[src/rtl/lidar_scan_sector_reducer_assert.svh]
// assertion macros for the lidar scan sector reducer
// included by the top level, no other dependencies
`ifndef LIDAR_SCAN_SECTOR_REDUCER_ASSERT_SVH
`define LIDAR_SCAN_SECTOR_REDUCER_ASSERT_SVH

// same-cycle implication, disabled during reset
`define LSSR_ASSERT_NOW(label, clk, rst, ante, cons) \
   label: assert property (@(posedge clk) disable iff (rst) (ante) |-> (cons)) \
      else $error("lssr check failed");

// next-cycle implication, disabled during reset
`define LSSR_ASSERT_NEXT(label, clk, rst, ante, cons) \
   label: assert property (@(posedge clk) disable iff (rst) (ante) |=> (cons)) \
      else $error("lssr check failed");

`endif

[src/rtl/lssr_pkg.sv]
// types and constants for the lidar scan sector reducer
// no dependencies
package lssr_pkg;

   localparam logic [15:0] FULL_TURN = 16'd36000;
   localparam logic [15:0] HALF_TURN = 16'd18000;
   localparam logic [11:0] COUNT_MAX = 12'd4095;

   localparam logic [15:0] RST_SECTOR_START = 16'd34500;
   localparam logic [15:0] RST_SECTOR_END   = 16'd1500;
   localparam logic [15:0] RST_TARGET_ANGLE = 16'd0;
   localparam logic [14:0] RST_ANGLE_TOL    = 15'd500;
   localparam logic [15:0] RST_MIN_RANGE    = 16'd50;
   localparam logic [15:0] RST_MAX_RANGE    = 16'd12000;
   localparam logic [15:0] RST_OBST_THRESH  = 16'd500;

   typedef enum logic [2:0] {
      CSR_SECTOR_START = 3'd0,
      CSR_SECTOR_END   = 3'd1,
      CSR_TARGET_ANGLE = 3'd2,
      CSR_ANGLE_TOL    = 3'd3,
      CSR_MIN_RANGE    = 3'd4,
      CSR_MAX_RANGE    = 3'd5,
      CSR_OBST_THRESH  = 3'd6
   } csr_index_type;

   typedef struct packed {
      logic [15:0] point_angle;
      logic [15:0] point_distance;
      logic        last_point;
   } req_word_type;

   typedef struct packed {
      logic [15:0] closest_distance;
      logic        closest_found;
      logic [15:0] target_distance;
      logic        target_found;
      logic [11:0] valid_count;
      logic        obstacle;
   } rsp_word_type;

endpackage

[src/rtl/lidar_scan_sector_reducer.sv]
// lidar scan sector reducer: top level, reduces a scan of points to one result word
// depends on lssr_pkg and lidar_scan_sector_reducer_assert.svh
//
//   channel | direction | handshake               | word
//   req     | in        | req_valid / req_stall   | lssr_pkg::req_word_type
//   rsp     | out       | rsp_valid / rsp_stall   | lssr_pkg::rsp_word_type
//   csr     | in        | csr_valid / csr_ready   | csr_index, csr_data
//
// one point per cycle unless stalled; input register, one compare/update stage,
// result register. a taken point goes through the input register into the scan
// state; a result appears the cycle after its last point is processed.
// reset restores the register defaults and clears the scan state.
// only a last point waits on a full, stalled result register; csr_ready stays high.
`include "lidar_scan_sector_reducer_assert.svh"

module lidar_scan_sector_reducer (
   input  logic                  clock,
   input  logic                  reset,
   input  logic                  req_valid,
   output logic                  req_stall,
   input  lssr_pkg::req_word_type req_word,
   output logic                  rsp_valid,
   input  logic                  rsp_stall,
   output lssr_pkg::rsp_word_type rsp_word,
   input  logic                  csr_valid,
   output logic                  csr_ready,
   input  logic [2:0]            csr_index,
   input  logic [15:0]           csr_data
);
   import lssr_pkg::*;

   // configuration
   logic [15:0] sector_start_ff, sector_end_ff, target_angle_ff;
   logic [14:0] angle_tol_ff;
   logic [15:0] min_range_ff, max_range_ff, obst_thresh_ff;

   // input register
   req_word_type in_ff;
   logic         in_vld_ff;

   // scan state
   logic [15:0] sector_min_ff, sector_min_in;
   logic        sector_hit_ff, sector_hit_in;
   logic [14:0] best_diff_ff, best_diff_in;
   logic [15:0] best_target_ff, best_target_in;
   logic        target_hit_ff, target_hit_in;
   logic [11:0] point_count_ff, point_count_in;

   // result register
   rsp_word_type rsp_word_ff, rsp_word_in;
   logic         rsp_vld_ff, rsp_vld_in;

   logic        adv, req_take;
   logic        dist_ok, in_sector, take_sector, take_target, diff_ok;
   logic [15:0] bound, diff_raw, diff_wrap;
   logic [14:0] diff;

   assign csr_ready = 1'b1;

   always_ff @(posedge clock) begin
      if (reset) begin
         sector_start_ff <= RST_SECTOR_START;
         sector_end_ff   <= RST_SECTOR_END;
         target_angle_ff <= RST_TARGET_ANGLE;
         angle_tol_ff    <= RST_ANGLE_TOL;
         min_range_ff    <= RST_MIN_RANGE;
         max_range_ff    <= RST_MAX_RANGE;
         obst_thresh_ff  <= RST_OBST_THRESH;
      end else if (csr_valid && csr_ready) begin
         unique case (csr_index)
            CSR_SECTOR_START: sector_start_ff <= csr_data;
            CSR_SECTOR_END:   sector_end_ff   <= csr_data;
            CSR_TARGET_ANGLE: target_angle_ff <= csr_data;
            CSR_ANGLE_TOL:    angle_tol_ff    <= csr_data[14:0];
            CSR_MIN_RANGE:    min_range_ff    <= csr_data;
            CSR_MAX_RANGE:    max_range_ff    <= csr_data;
            CSR_OBST_THRESH:  obst_thresh_ff  <= csr_data;
            default: ;
         endcase
      end
   end

   // a last point needs room in the result register
   assign adv       = in_vld_ff && (!in_ff.last_point || !rsp_vld_ff || !rsp_stall);
   assign req_stall = in_vld_ff && !adv;
   assign req_take  = req_valid && !req_stall;

   always_ff @(posedge clock) begin
      if (reset) begin
         in_vld_ff <= 1'b0;
      end else begin
         in_vld_ff <= req_take || (in_vld_ff && !adv);
      end
   end

   always_ff @(posedge clock) begin
      if (req_take) begin
         in_ff <= req_word;
      end
   end

   always_comb begin
      dist_ok = (in_ff.point_distance != 16'd0) && (in_ff.point_distance >= min_range_ff)
                && (in_ff.point_distance <= max_range_ff);

      // sector wraps past zero when end is below start
      if (sector_start_ff <= sector_end_ff) begin
         in_sector = (in_ff.point_angle >= sector_start_ff)
                     && (in_ff.point_angle <= sector_end_ff);
      end else begin
         in_sector = (in_ff.point_angle >= sector_start_ff)
                     || (in_ff.point_angle <= sector_end_ff);
      end
      bound       = sector_hit_ff ? sector_min_ff : max_range_ff;
      take_sector = dist_ok && in_sector && (in_ff.point_distance < bound);

      diff_raw  = (in_ff.point_angle >= target_angle_ff) ?
                  in_ff.point_angle - target_angle_ff : target_angle_ff - in_ff.point_angle;
      // angles more than a full turn from the target never match it
      diff_ok   = diff_raw <= FULL_TURN;
      diff_wrap = (diff_raw > HALF_TURN) ? FULL_TURN - diff_raw : diff_raw;
      diff      = diff_wrap[14:0];
      take_target = dist_ok && diff_ok && (diff <= angle_tol_ff)
                    && (!target_hit_ff || (diff < best_diff_ff));

      sector_min_in  = take_sector ? in_ff.point_distance : sector_min_ff;
      sector_hit_in  = sector_hit_ff || take_sector;
      best_diff_in   = take_target ? diff : best_diff_ff;
      best_target_in = take_target ? in_ff.point_distance : best_target_ff;
      target_hit_in  = target_hit_ff || take_target;
      point_count_in = (dist_ok && (point_count_ff < COUNT_MAX)) ?
                       point_count_ff + 12'd1 : point_count_ff;

      rsp_word_in.closest_distance = sector_hit_in ? sector_min_in : 16'd0;
      rsp_word_in.closest_found    = sector_hit_in;
      rsp_word_in.target_distance  = target_hit_in ? best_target_in : 16'd0;
      rsp_word_in.target_found     = target_hit_in;
      rsp_word_in.valid_count      = point_count_in;
      rsp_word_in.obstacle         = sector_hit_in && (sector_min_in < obst_thresh_ff);

      rsp_vld_in = (adv && in_ff.last_point) || (rsp_vld_ff && rsp_stall);
   end

   always_ff @(posedge clock) begin
      if (reset) begin
         sector_hit_ff  <= 1'b0;
         target_hit_ff  <= 1'b0;
         point_count_ff <= 12'd0;
         rsp_vld_ff     <= 1'b0;
      end else begin
         rsp_vld_ff <= rsp_vld_in;
         if (adv) begin
            if (in_ff.last_point) begin
               sector_hit_ff  <= 1'b0;
               target_hit_ff  <= 1'b0;
               point_count_ff <= 12'd0;
            end else begin
               sector_hit_ff  <= sector_hit_in;
               target_hit_ff  <= target_hit_in;
               point_count_ff <= point_count_in;
            end
         end
      end
   end

   // minimum and best diff are only read while their hit flags are set
   always_ff @(posedge clock) begin
      if (adv) begin
         sector_min_ff  <= sector_min_in;
         best_diff_ff   <= best_diff_in;
         best_target_ff <= best_target_in;
      end
      if (adv && in_ff.last_point) begin
         rsp_word_ff <= rsp_word_in;
      end
   end

   assign rsp_valid = rsp_vld_ff;
   assign rsp_word  = rsp_word_ff;

   `LSSR_ASSERT_NOW(a_stall_needs_item, clock, reset, req_stall, in_vld_ff)
   `LSSR_ASSERT_NOW(a_rsp_from_last, clock, reset, $rose(rsp_vld_ff), $past(adv && in_ff.last_point))
   `LSSR_ASSERT_NEXT(a_clear_after_last, clock, reset, adv && in_ff.last_point, !sector_hit_ff && !target_hit_ff && (point_count_ff == 12'd0))
   `LSSR_ASSERT_NOW(a_obstacle_in_sector, clock, reset, rsp_vld_ff && rsp_word_ff.obstacle, rsp_word_ff.closest_found)

endmodule
[config.mk]
export PLATFORM = sky130hd
export DESIGN_NAME = lidar_scan_sector_reducer
export DESIGN_NICKNAME = d
export VERILOG_FILES = /design/src/rtl/lssr_pkg.sv /design/src/rtl/lidar_scan_sector_reducer.sv
export VERILOG_INCLUDE_DIRS = /design/src /design/src/rtl
export SDC_FILE = /design/constraint.sdc
export NUM_CORES = 1
export LEC_CHECK = 0
export ABC_AREA = 1
export BUFFER_PORTS_ARGS = -buffer_cell sky130_fd_sc_hd__buf_2
export CAP_MARGIN = 5
export CORE_MARGIN = 2
export CORE_UTILIZATION = 56
export DETAILED_ROUTE_END_ITERATION = 6
export PLACE_DENSITY_LB_ADDON = 0.2
export SLEW_MARGIN = 10
export SYNTH_ARGS = -nofsm -noshare
export SYNTH_HDL_FRONTEND = slang
export SYNTH_SLANG_ARGS = --single-unit
[constraint.sdc]
create_clock -name clock -period 5.6 [get_ports clock]
set_input_delay 0.56 -clock clock [delete_from_list [all_inputs] [get_ports clock]]
set_output_delay 0.56 -clock clock [all_outputs]
set_load 0.1 [all_outputs]
* Word-level counts from Yosys, hierarchy flattened
Cells that the tools add are included.
** Word-level totals
- Register bits :: 254
- Word-level logic and storage cells :: 96
- Bits of input ports :: 57
- Output and inout port bits :: 50
** Cells by class
- Equality and inequality tests :: 6
- $add $sub $neg :: 4
- Multiplexer cells :: 10
- Magnitude comparators :: 13
- Reduce and logical (&&, ||, !) cells :: 39
** Operators by type and width (count)
- 16-bit two-way mux :: 4
- 16-bit greater-or-equal comparator :: 3
- 16-bit <= comparator :: 3
- 16-bit less-than comparator :: 2
- 16-bit subtractor :: 2
- 12-bit two-way mux :: 2
- 16-bit by 15-bit > comparator with 1-bit output, second input constant :: 1
- 16-bit <= comparator, second input constant :: 1
- 2-bit AND reduction :: 8
- 16-bit nonzero test :: 1
- 15-bit <= comparator :: 1
- 1-bit logical AND :: 15
- 15-bit less-than comparator :: 1
- 15-bit two-way mux :: 1
- 12-bit by 15-bit subtractor with 15-bit output, first input constant :: 1
- 12-bit by 1-bit adder with 12-bit output, second input constant :: 1
- 12-bit less-than comparator, second input constant :: 1
- 3-bit == test, second input constant :: 3
- 1-bit logical OR :: 8
- 3-bit by 2-bit == test with 1-bit output, second input constant :: 2
- 1-bit logical NOT :: 6
- 3-bit by 1-bit == test with 1-bit output, second input constant :: 1
- 3-bit logical NOT :: 1
- 1-bit two-way mux :: 3

* Depth between registers and ports, before layout
Gate-level depths: netlist (run 1).
- Word-level depth :: 9
- Depth in mapped cells :: 39
- Depth with buffers taken out :: 36

* Least setup slack after synthesis (run 1)
Ideal clock, no wire load.
- Path kind :: reg-to-reg
- Start :: register in_ff[17] (netlist bit)
- End :: register best_diff_ff[0], enable pin
- Arrival time :: 5.275 ns
- Required time :: 5.214 ns
- Cell stages (with the launch flop) :: 33
- Path buffers :: 3
- Library setup time :: 0.386 ns
- Slack :: -0.062 ns
- Period minus slack after synthesis :: 5.662 ns
- Path through :: edfxtp_1 -> inv_1 -> ha_1 -> inv_1 -> fa_1 -> nand2_1 -> nand2_2 -> nand2_1 -> nand3_2 -> nand2_4 -> nand2_8 -> buf_6 -> o21ai_0 -> inv_1 -> ha_1 -> nand2_1 -> nor2_2 -> nand4_1 -> buf_2 -> nand3_1 -> nand2_1 -> inv_1 -> ha_1 -> nand2_1 -> nor2_1 -> a211oi_1 -> o221ai_1 -> nand3_1 -> a32oi_1 -> nor3_2 -> nand3_4 -> buf_6 -> nor2_1
** Between the ends
- Longest elaborated chain between the ends :: 8
- Elaborated cells on any way between the ends :: 15
- Classes of those cells :: add/sub: 3; order compare: 5; mux: 2; reduce/logical: 5
** RTL lines
- from (decl) :: RTL line lidar_scan_sector_reducer.sv:38 : req_word_type in_ff;
- from (signal assigned) :: RTL line lidar_scan_sector_reducer.sv:98 : in_ff <= req_word;
- 16-bit subtractor / 16-bit greater-or-equal comparator (equally long branches) :: RTL line lidar_scan_sector_reducer.sv:118, lidar_scan_sector_reducer.sv:117
- 16-bit two-way mux * :: RTL line lidar_scan_sector_reducer.sv:117 : diff_raw = (in_ff.point_angle >= target_angle_ff) ?
- 12-bit by 15-bit subtractor with 15-bit output / 16-bit by 15-bit > comparator with 1-bit output (equally long branches) :: RTL line lidar_scan_sector_reducer.sv:121 : diff_wrap = (diff_raw > HALF_TURN) ? FULL_TURN - diff_raw : diff_raw;
- 15-bit two-way mux * :: RTL line lidar_scan_sector_reducer.sv:121
- named net diff_wrap[2] :: RTL line lidar_scan_sector_reducer.sv:55 : logic [15:0] bound, diff_raw, diff_wrap;
- 15-bit <= comparator / 15-bit less-than comparator (equally long branches) :: RTL line lidar_scan_sector_reducer.sv:123, lidar_scan_sector_reducer.sv:124
- 1-bit logical AND / 1-bit logical OR (equally long branches) :: RTL line lidar_scan_sector_reducer.sv:123, lidar_scan_sector_reducer.sv:124
- 1-bit logical AND * :: RTL line lidar_scan_sector_reducer.sv:124 : && (!target_hit_ff || (diff < best_diff_ff));
- 2-bit AND reduction (no source line) *
- to (signal assigned) :: RTL line lidar_scan_sector_reducer.sv:170 : best_diff_ff <= best_diff_in;
- to (decl) :: RTL line lidar_scan_sector_reducer.sv:44 : logic [14:0] best_diff_ff, best_diff_in;
Mark *: on every way through the listed nets, which the timed path passes. The rest lies on a longest branch.
A chain may end at the register's enable or synchronous reset.

* Worst setup path in the final report (run 1)
- Start :: register in_ff[26] (netlist bit)
- End :: register best_target_ff[0], data pin
** Between the ends
- Longest elaborated chain between the ends :: 8
- Elaborated cells on any way between the ends :: 15
- Classes of those cells :: add/sub: 3; order compare: 5; mux: 3; reduce/logical: 4
** RTL lines
- 16-bit subtractor / 16-bit greater-or-equal comparator (equally long branches) :: RTL line lidar_scan_sector_reducer.sv:118, lidar_scan_sector_reducer.sv:117
- 16-bit two-way mux * :: RTL line lidar_scan_sector_reducer.sv:117
- 12-bit by 15-bit subtractor with 15-bit output / 16-bit by 15-bit > comparator with 1-bit output (equally long branches) :: RTL line lidar_scan_sector_reducer.sv:121
- 15-bit two-way mux * :: RTL line lidar_scan_sector_reducer.sv:121
- named net diff_wrap[11] :: RTL line lidar_scan_sector_reducer.sv:55
- 15-bit <= comparator / 15-bit less-than comparator (equally long branches) :: RTL line lidar_scan_sector_reducer.sv:123, lidar_scan_sector_reducer.sv:124
- 1-bit logical AND / 1-bit logical OR (equally long branches) :: RTL line lidar_scan_sector_reducer.sv:123, lidar_scan_sector_reducer.sv:124
- 1-bit logical AND * :: RTL line lidar_scan_sector_reducer.sv:124
- 16-bit two-way mux * :: RTL line lidar_scan_sector_reducer.sv:129 : best_target_in = take_target ? in_ff.point_distance : best_target_ff;
- named net best_target_in[0] :: RTL line lidar_scan_sector_reducer.sv:45 : logic [15:0] best_target_ff, best_target_in;
- to (signal assigned) :: RTL line lidar_scan_sector_reducer.sv:171 : best_target_ff <= best_target_in;
- to (decl) :: RTL line lidar_scan_sector_reducer.sv:45
Marked as above.

==> results of run 1 <==
## registers in the layout, indices dropped and copies added (netlist names)
| signal | count |
|---|---|
| target_hit_ff | 1 |
| sector_hit_ff | 1 |
| in_vld_ff | 1 |
| sector_min_ff | 16 |
| obst_thresh_ff | 16 |
| min_range_ff | 16 |
| target_angle_ff | 16 |
| in_ff | 33 |
| sector_end_ff | 16 |
| rsp_word | 47 |
| rsp_valid | 1 |
| angle_tol_ff | 15 |
| best_target_ff | 16 |
| max_range_ff | 16 |
| sector_start_ff | 16 |
| best_diff_ff | 15 |
| point_count_ff | 12 |
## cells in the mapped netlist, types with 3 or more instances
cell	n	area (sq um)
nand2_1	393	1480
inv_1	334	1250
a21oi_1	175	876
ha_1	172	2150
o21ai_0	148	741
dfxtp_1	127	2540
edfxtp_1	127	3810
nor2_1	112	420
nand3_1	60	300
nand4_1	40	250
clkbuf_1	39	146
xor2_1	33	289
nand2_2	32	200
o211ai_1	32	240
nor3_1	21	105
inv_2	14	52.6
nor2_2	12	75.1
a211oi_1	6	45.0
nor4_1	6	37.5
buf_6	5	56.3
o21ai_1	5	25.0
a21o_1	4	30.0
buf_2	4	20.0
o21bai_1	4	30.0
xnor2_1	4	35.0
nand2_4	3	33.8
nand3_2	3	30.0
o21a_1	3	22.5
## placed cells by master, fill, tap and decap left out, types with 5 or more instances in the layout
cell type / Yosys / layout
nor2_2: 12 / 13
buf_2: 4 / 105
xor2_1: 33 / 33
nor4_1: 6 / 5
o21ai_1: 5 / 6
inv_2: 14 / 15
nand2_2: 32 / 33
a211oi_1: 6 / 6
nand4_1: 40 / 40
inv_1: 334 / 332
nor2_1: 112 / 110
o211ai_1: 32 / 32
bufinv_16: 0 / 6
clkinv_2: 1 / 8
o21ai_0: 148 / 146
nand3_1: 60 / 60
nand2_1: 393 / 391
dfxtp_1: 127 / 127
edfxtp_1: 127 / 127
nor3_1: 21 / 19
a21oi_1: 175 / 175
buf_4: 2 / 20
ha_1: 172 / 172
clkbuf_16: 0 / 30
## cell families after synthesis
logic type | share of synthesized area [%]
adders and majority gates | 14.1
DFF | 40.8
and+or+nand+nor | 19.4
xor gates and xnor gates | 2.08
buffers and inverters | 10.0
AOI/OAI and AO/OA | 13.6
other | 0.0241
## routing by layer
metal,up-vias,part of all wire (%),global-route usage (%)
li1,6633,-,-
met1,6230,45,40.6
met2,456,45,46.0
met3,65,7.8,5.04
met4,0,2.0,6.06
met5,-,0,0
## per-stage QoR
| step | worst slack, ns | util [%] | instances |
|---|---|---|---|
| finish | 0.407 | 64.1 | 2457 |
| global route | 0.000693 | 64.1 | 2457 |
| CTS | 0.0450 | 63.7 | 2453 |
| detailed placement | 0.120 | 59.9 | 2399 |
| global placement | 0.268 | 59.9 | 2399 |
| floorplan | 0.188 | - | 1947 |
## worst max-delay path by stage
stage              start           endpoint  slack [ns]  cells after the start
2_1_floorplan  in_ff[17]    best_diff_ff[0]        0.19                     32
3_5_place_dp   in_ff[17]       rsp_word[14]        0.12                     36
4_1_cts        in_ff[17]       rsp_word[14]        0.04                     36
3_3_place_gp   in_ff[17]       rsp_word[16]        0.27                     34
6_report       in_ff[26]  best_target_ff[0]        0.41                     32
5_1_grt        in_ff[26]    best_diff_ff[4]      0.0007                     31
## power by group through the flow
stage	logic, mW	clock network, mW	registers (mW)
after floorplan	0.840	0	2.18
after global routing	1.45	2.19	2.10
final	1.28	2.11	2.09
after global placement	1.20	0	2.13
after CTS	1.23	2.12	2.09
after detailed placement	1.22	0	2.13
## repair_timing
action	4_1_cts	5_1_grt
setup endpoints to repair	0	49
buffers inserted	0	4
resized for setup	0	17
## cell type report
cell class	count	area (sq um)	area share [%]
Tap cell	378	473	2.68
Clock buffer	32	768	4.35
Clock inverter	22	300	1.70
Sequential cell	254	6360	36.0
Multi-Input combinational cell	1292	7720	43.7
Timing Repair Buffer	129	729	4.13
Inverter	350	1320	7.47
==> results.json, run 1 <==
{
  "fin_crit_sh_pct": 92.7,
  "clockBufferDepth": 3,
  "core_sq_um": 27600,
  "hp-class": "input pin to flip-flop",
  "cts.sinks": 254,
  "hp-start": "req_word[13]",
  "worstSkewPairLatency_ns": 0.57,
  "drc_errors": 0,
  "hold_viol": 0,
  "cpMostUsedCell": "nand2_1",
  "ys_seq_elements": 254,
  "syn_area_sq_um": 15600,
  "status": "finished, final reports clean",
  "p_switching_mw": 1.74,
  "synth_ff_type": "edfxtp_1",
  "ios": 107,
  "path_delay_family": "simple AND/OR/NAND/NOR gates",
  "clkTransAtPathRegs_ns": 0.07,
  "cp.arrival_ns": 5.52,
  "tritoncts": "done",
  "slowest_delay_ns": 0.49,
  "yosysWarningCount": 0,
  "grt_pass1_wl_um": 65600,
  "intPower_mw": 3.74,
  "routed-via-count": 13400,
  "worstMarginPinSlew_ns": 1.23,
  "avgRoutedWirePerCell_um": 17.1,
  "grt_max_degree": 97,
  "crit_buf_inv": 7,
  "whs_endpoint": "in_ff[13]",
  "hpwlAfterDp_um": 31300,
  "worstPathRequired_ns": 5.92,
  "hold_buffers": 0,
  "startpoint_type": "flip-flop",
  "worstPathMaxFanout": 16,
  "period_needed_ns": 5.19,
  "syn_to_final_growth_pct": 13.4,
  "htree_levels": 1,
  "fin_setup_tns_ns": 0,
  "synth_async_sr_flop_share_pct": 0,
  "power_frac_comb_pct": 23.4,
  "place.gp.congestion": 0.966,
  "synth_cell_types": 51,
  "avgSynthCellArea_sq_um": 8.00,
  "p_total_mw": 5.48,
  "r2r_start": "in_ff[26]",
  "synth_nets": 2178,
  "drive_gt1_share_pct": 13.0,
  "seq_area_frac_synth_pct": 40.8,
  "drt-total-wl_um": 42100,
  "swShare_pct": 31.7,
  "track_usage_pct": 28.7,
  "slew_headroom_pct": 18.1,
  "grt.overflow.total": 0,
  "final_area_sq_um": 17700,
  "whs_path_depth": 1,
  "root_buffer": "clkbuf_16",
  "n_antenna_cell": 0,
  "drtIter0Drc": 1289,
  "setup_viol": 0,
  "skew_ns": 0.0178,
  "die_x_um": 171,
  "first_pass_iters": 5,
  "worstSetupPathType": "flip-flop to flip-flop",
  "cp_slowest_cell": "edfxtp_1",
  "power.density_nw_per_um2": 310,
  "ant_nets": 0,
  "r2r_setup_slack_ns": 0.41,
  "synth-edff-count": 127,
  "end_kind": "flip-flop",
  "fill_cells": 2362,
  "die_y_um": 171,
  "numPortBuffers": 105,
  "nets": 2287,
  "clock_power_share_pct": 38.4,
  "rsz0062_at_grt": "no",
  "num_rows": 61,
  "grt_pass1_vias": 12500,
  "netlist_instances": 1947,
  "post_dp_cell_area_sq_um": 16500,
  "start_util_pct": 56.5,
  "max_cap_violations": 0,
  "power.leakage_nw": 8.44,
  "seqPwrFrac_pct": 38.2,
  "fp.dieArea_sq_um": 29200,
  "worstReg2RegEnd": "best_target_ff[0]",
  "vias_per_cell": 5.45,
  "vdd_drop_max_uv": 282,
  "fmax_mhz": 193,
  "cts_buffers": 29,
  "reg2reg_depth": 32,
  "whs_ns": 0.165,
  "finalMaxSlewViolations": 0,
  "antenna_found_initial": 0
}
Note: power is estimated with default switching activity, not from simulation.
==> inputs of run 2 (changes only) <==
--- a/config.mk
+++ b/config.mk
@@ -9,8 +9,9 @@
 export ABC_AREA = 1
 export BUFFER_PORTS_ARGS = -buffer_cell sky130_fd_sc_hd__buf_2
 export CAP_MARGIN = 5
-export CORE_MARGIN = 2
+export CORE_MARGIN = 10
 export CORE_UTILIZATION = 56
+export CTS_BUF_LIST = sky130_fd_sc_hd__clkbuf_16
 export DETAILED_ROUTE_END_ITERATION = 6
 export PLACE_DENSITY_LB_ADDON = 0.2
 export SLEW_MARGIN = 10
==> constraint.sdc (replaced) <==
create_clock -name clock -period 4.38 [get_ports clock]
set_input_delay 0.438 -clock clock [delete_from_list [all_inputs] [get_ports clock]]
set_output_delay 0.438 -clock clock [all_outputs]
set_load 0.1 [all_outputs]
==> results.json, run 2 (synthesis gave the netlist of run 1 again) <==
{
  "layout_setup_ws_ns": -0.555,
  "syn_to_final_growth_pct": 26.9,
  "avgRoutedWirePerCell_um": 17.4,
  "rsz0062_at_grt": "yes",
  "grt.overflow.total": 0,
  "cp.arrival_ns": 5.27,
  "hold_buffers": 0,
  "die_y_um": 187,
  "tritoncts": "done",
  "seqPwrFrac_pct": 37.2,
  "fin_crit_sh_pct": 113,
  "cts.sinks": 254,
  "mostFrequentLayoutCells": "nand2_1 (367), inv_1 (333), buf_4 (199)",
  "place.gp.congestion": 0.991,
  "grt_pass1_wl_um": 72100,
  "clock_power_share_pct": 31.2,
  "power.leakage_nw": 9.49,
  "cp_slowest_cell": "edfxtp_1",
  "final_common_cell": "nand2_1",
  "drt-total-wl_um": 46000,
  "cpMostUsedCell": "buf_6",
  "power.density_nw_per_um2": 364,
  "skew_ns": 0.0424,
  "worstSetupPathType": "flip-flop to flip-flop",
  "ios": 107,
  "intPower_mw": 4.79,
  "status": "finished with violations",
  "die_x_um": 187,
  "root_buffer": "clkbuf_16",
  "period_needed_ns": 4.94,
  "vias_per_cell": 5.35,
  "htree_levels": 1,
  "clkTransAtPathRegs_ns": 0.07,
  "slowest_delay_ns": 0.41,
  "drtIter0Drc": 1152,
  "core_sq_um": 27200,
  "clockBufferDepth": 3,
  "numPortBuffers": 105,
  "fp.dieArea_sq_um": 34900,
  "reg2reg_depth": 34,
  "power_frac_comb_pct": 31.6,
  "r2r_start": "in_ff[17]",
  "first_pass_iters": 5,
  "grt_pass1_vias": 13700,
  "grt_max_degree": 61,
  "hp-class": "input pin to flip-flop",
  "fill_cells": 2148,
  "routed-via-count": 14200,
  "startpoint_type": "flip-flop",
  "nets": 2486,
  "hold_viol": 0,
  "dpl_worst_slack_ns": -0.663,
  "violations": "setup timing",
  "crit_path_start": "in_ff[17]",
  "slew_headroom_pct": 19.7,
  "setup_viol": 49,
  "largest_reg_flops": 47,
  "track_usage_pct": 25.2,
  "worstPathMaxFanout": 7,
  "drc_errors": 0,
  "drive_gt1_share_pct": 24.4,
  "multiInputGateArea_sq_um": 8380,
  "n_antenna_cell": 0,
  "hp-start": "req_word[14]",
  "fmax_mhz": 203,
  "end_kind": "flip-flop",
  "finalMaxSlewViolations": 0,
  "vdd_drop_max_uv": 401,
  "start_util_pct": 57.3,
  "whs_path_depth": 1,
  "worstSkewPairLatency_ns": 0.58,
  "hpwlAfterDp_um": 33700,
  "p_total_mw": 7.19,
  "antenna_found_initial": 0,
  "max_cap_violations": 0,
  "p_switching_mw": 2.40,
  "whs_ns": 0.0287,
  "cts_buffers": 28,
  "ant_nets": 0,
  "worstMarginPinSlew_ns": 1.20,
  "num_rows": 60,
  "swShare_pct": 33.4,
  "worstPathRequired_ns": 4.72,
  "ff_latch_area_sq_um": 6360
}
## run 2: cell count changes in the layout (fill, tap and decap cells not counted), moves of 6 or more
cell,delta
a21oi_2,+9
nor2_1,-8
bufinv_16,-6
o21ai_0,-9
inv_2,+8
buf_4,+179
buf_6,+9
o21ai_2,+6
nand2_1,-24
ha_4,+20
a21oi_1,-12
nand2_2,+20
ha_1,-22
## run 2: final cells by class
class | instances | area share (%)
Tap cell | 372 | 2.35
Clock inverter | 22 | 0.658
Clock buffer | 30 | 3.80
Timing Repair Buffer | 326 | 11.9
Sequential cell | 254 | 32.2
Multi-Input combinational cell | 1294 | 42.4
Inverter | 350 | 6.72
Timing Repair inverter | 1 | 0.0443
## run 2: stage by stage
stage | utilization (%) | TNS, ns | instances | cell area (sq um)
after global placement | 66.0 | -29.74 | 2568 | 17900
final | 72.7 | -25.14 | 2649 | 19800
after global routing | 72.7 | -34.68 | 2649 | 19800
after CTS | 71.4 | -16.92 | 2640 | 19400
after floorplan | - | -15.01 | 1947 | 15700
after detailed placement | 66.0 | -30.37 | 2568 | 17900
## run 2: critical path, delay by kind of cell, from the launching register on
kind,cells,cell delay [ns]
flip-flops,1,0.41
AND/OR/NAND/NOR,18,1.83
buffers and inverters,9,0.95
AO/OA/AOI/OAI,4,0.72
adder cells (fa/ha/maj),3,0.79
## run 2: final timing paths
check	slack [ns]	endpoint
worst max register to register	-0.56	rsp_word[19]
worst min register to register	0.46	min_range_ff[2]
worst max-delay path	-0.56	rsp_word[19]
worst min-delay path	0.03	in_ff[14]
## run 2: per-layer routing
metal	global-route usage (%)	up-vias	share of wire (%)
met3	3.61	77	7.4
li1	-	7039	-
met2	39.9	481	46
met1	35.0	6572	44
met4	6.98	0	2.6
met5	0	-	0
## run 2: power by group through the flow
stage | Clock, mW | Sequential (mW) | Combinational (mW)
floorplan | 0 | 2.79 | 1.11
global placement | 0 | 2.72 | 1.85
detailed placement | 0 | 2.72 | 1.90
CTS | 2.26 | 2.67 | 2.06
global route | 2.37 | 2.68 | 2.50
finish | 2.24 | 2.67 | 2.27
## run 2: timing repair
| item | 4_1_cts | 5_1_grt |
|---|---|---|
| pin swaps | 22 | 34 |
| setup endpoints to repair | 49 | 49 |
| gates resized for setup | 76 | 73 |
| gates cloned | 7 | 0 |
| buffers inserted | 13 | 9 |
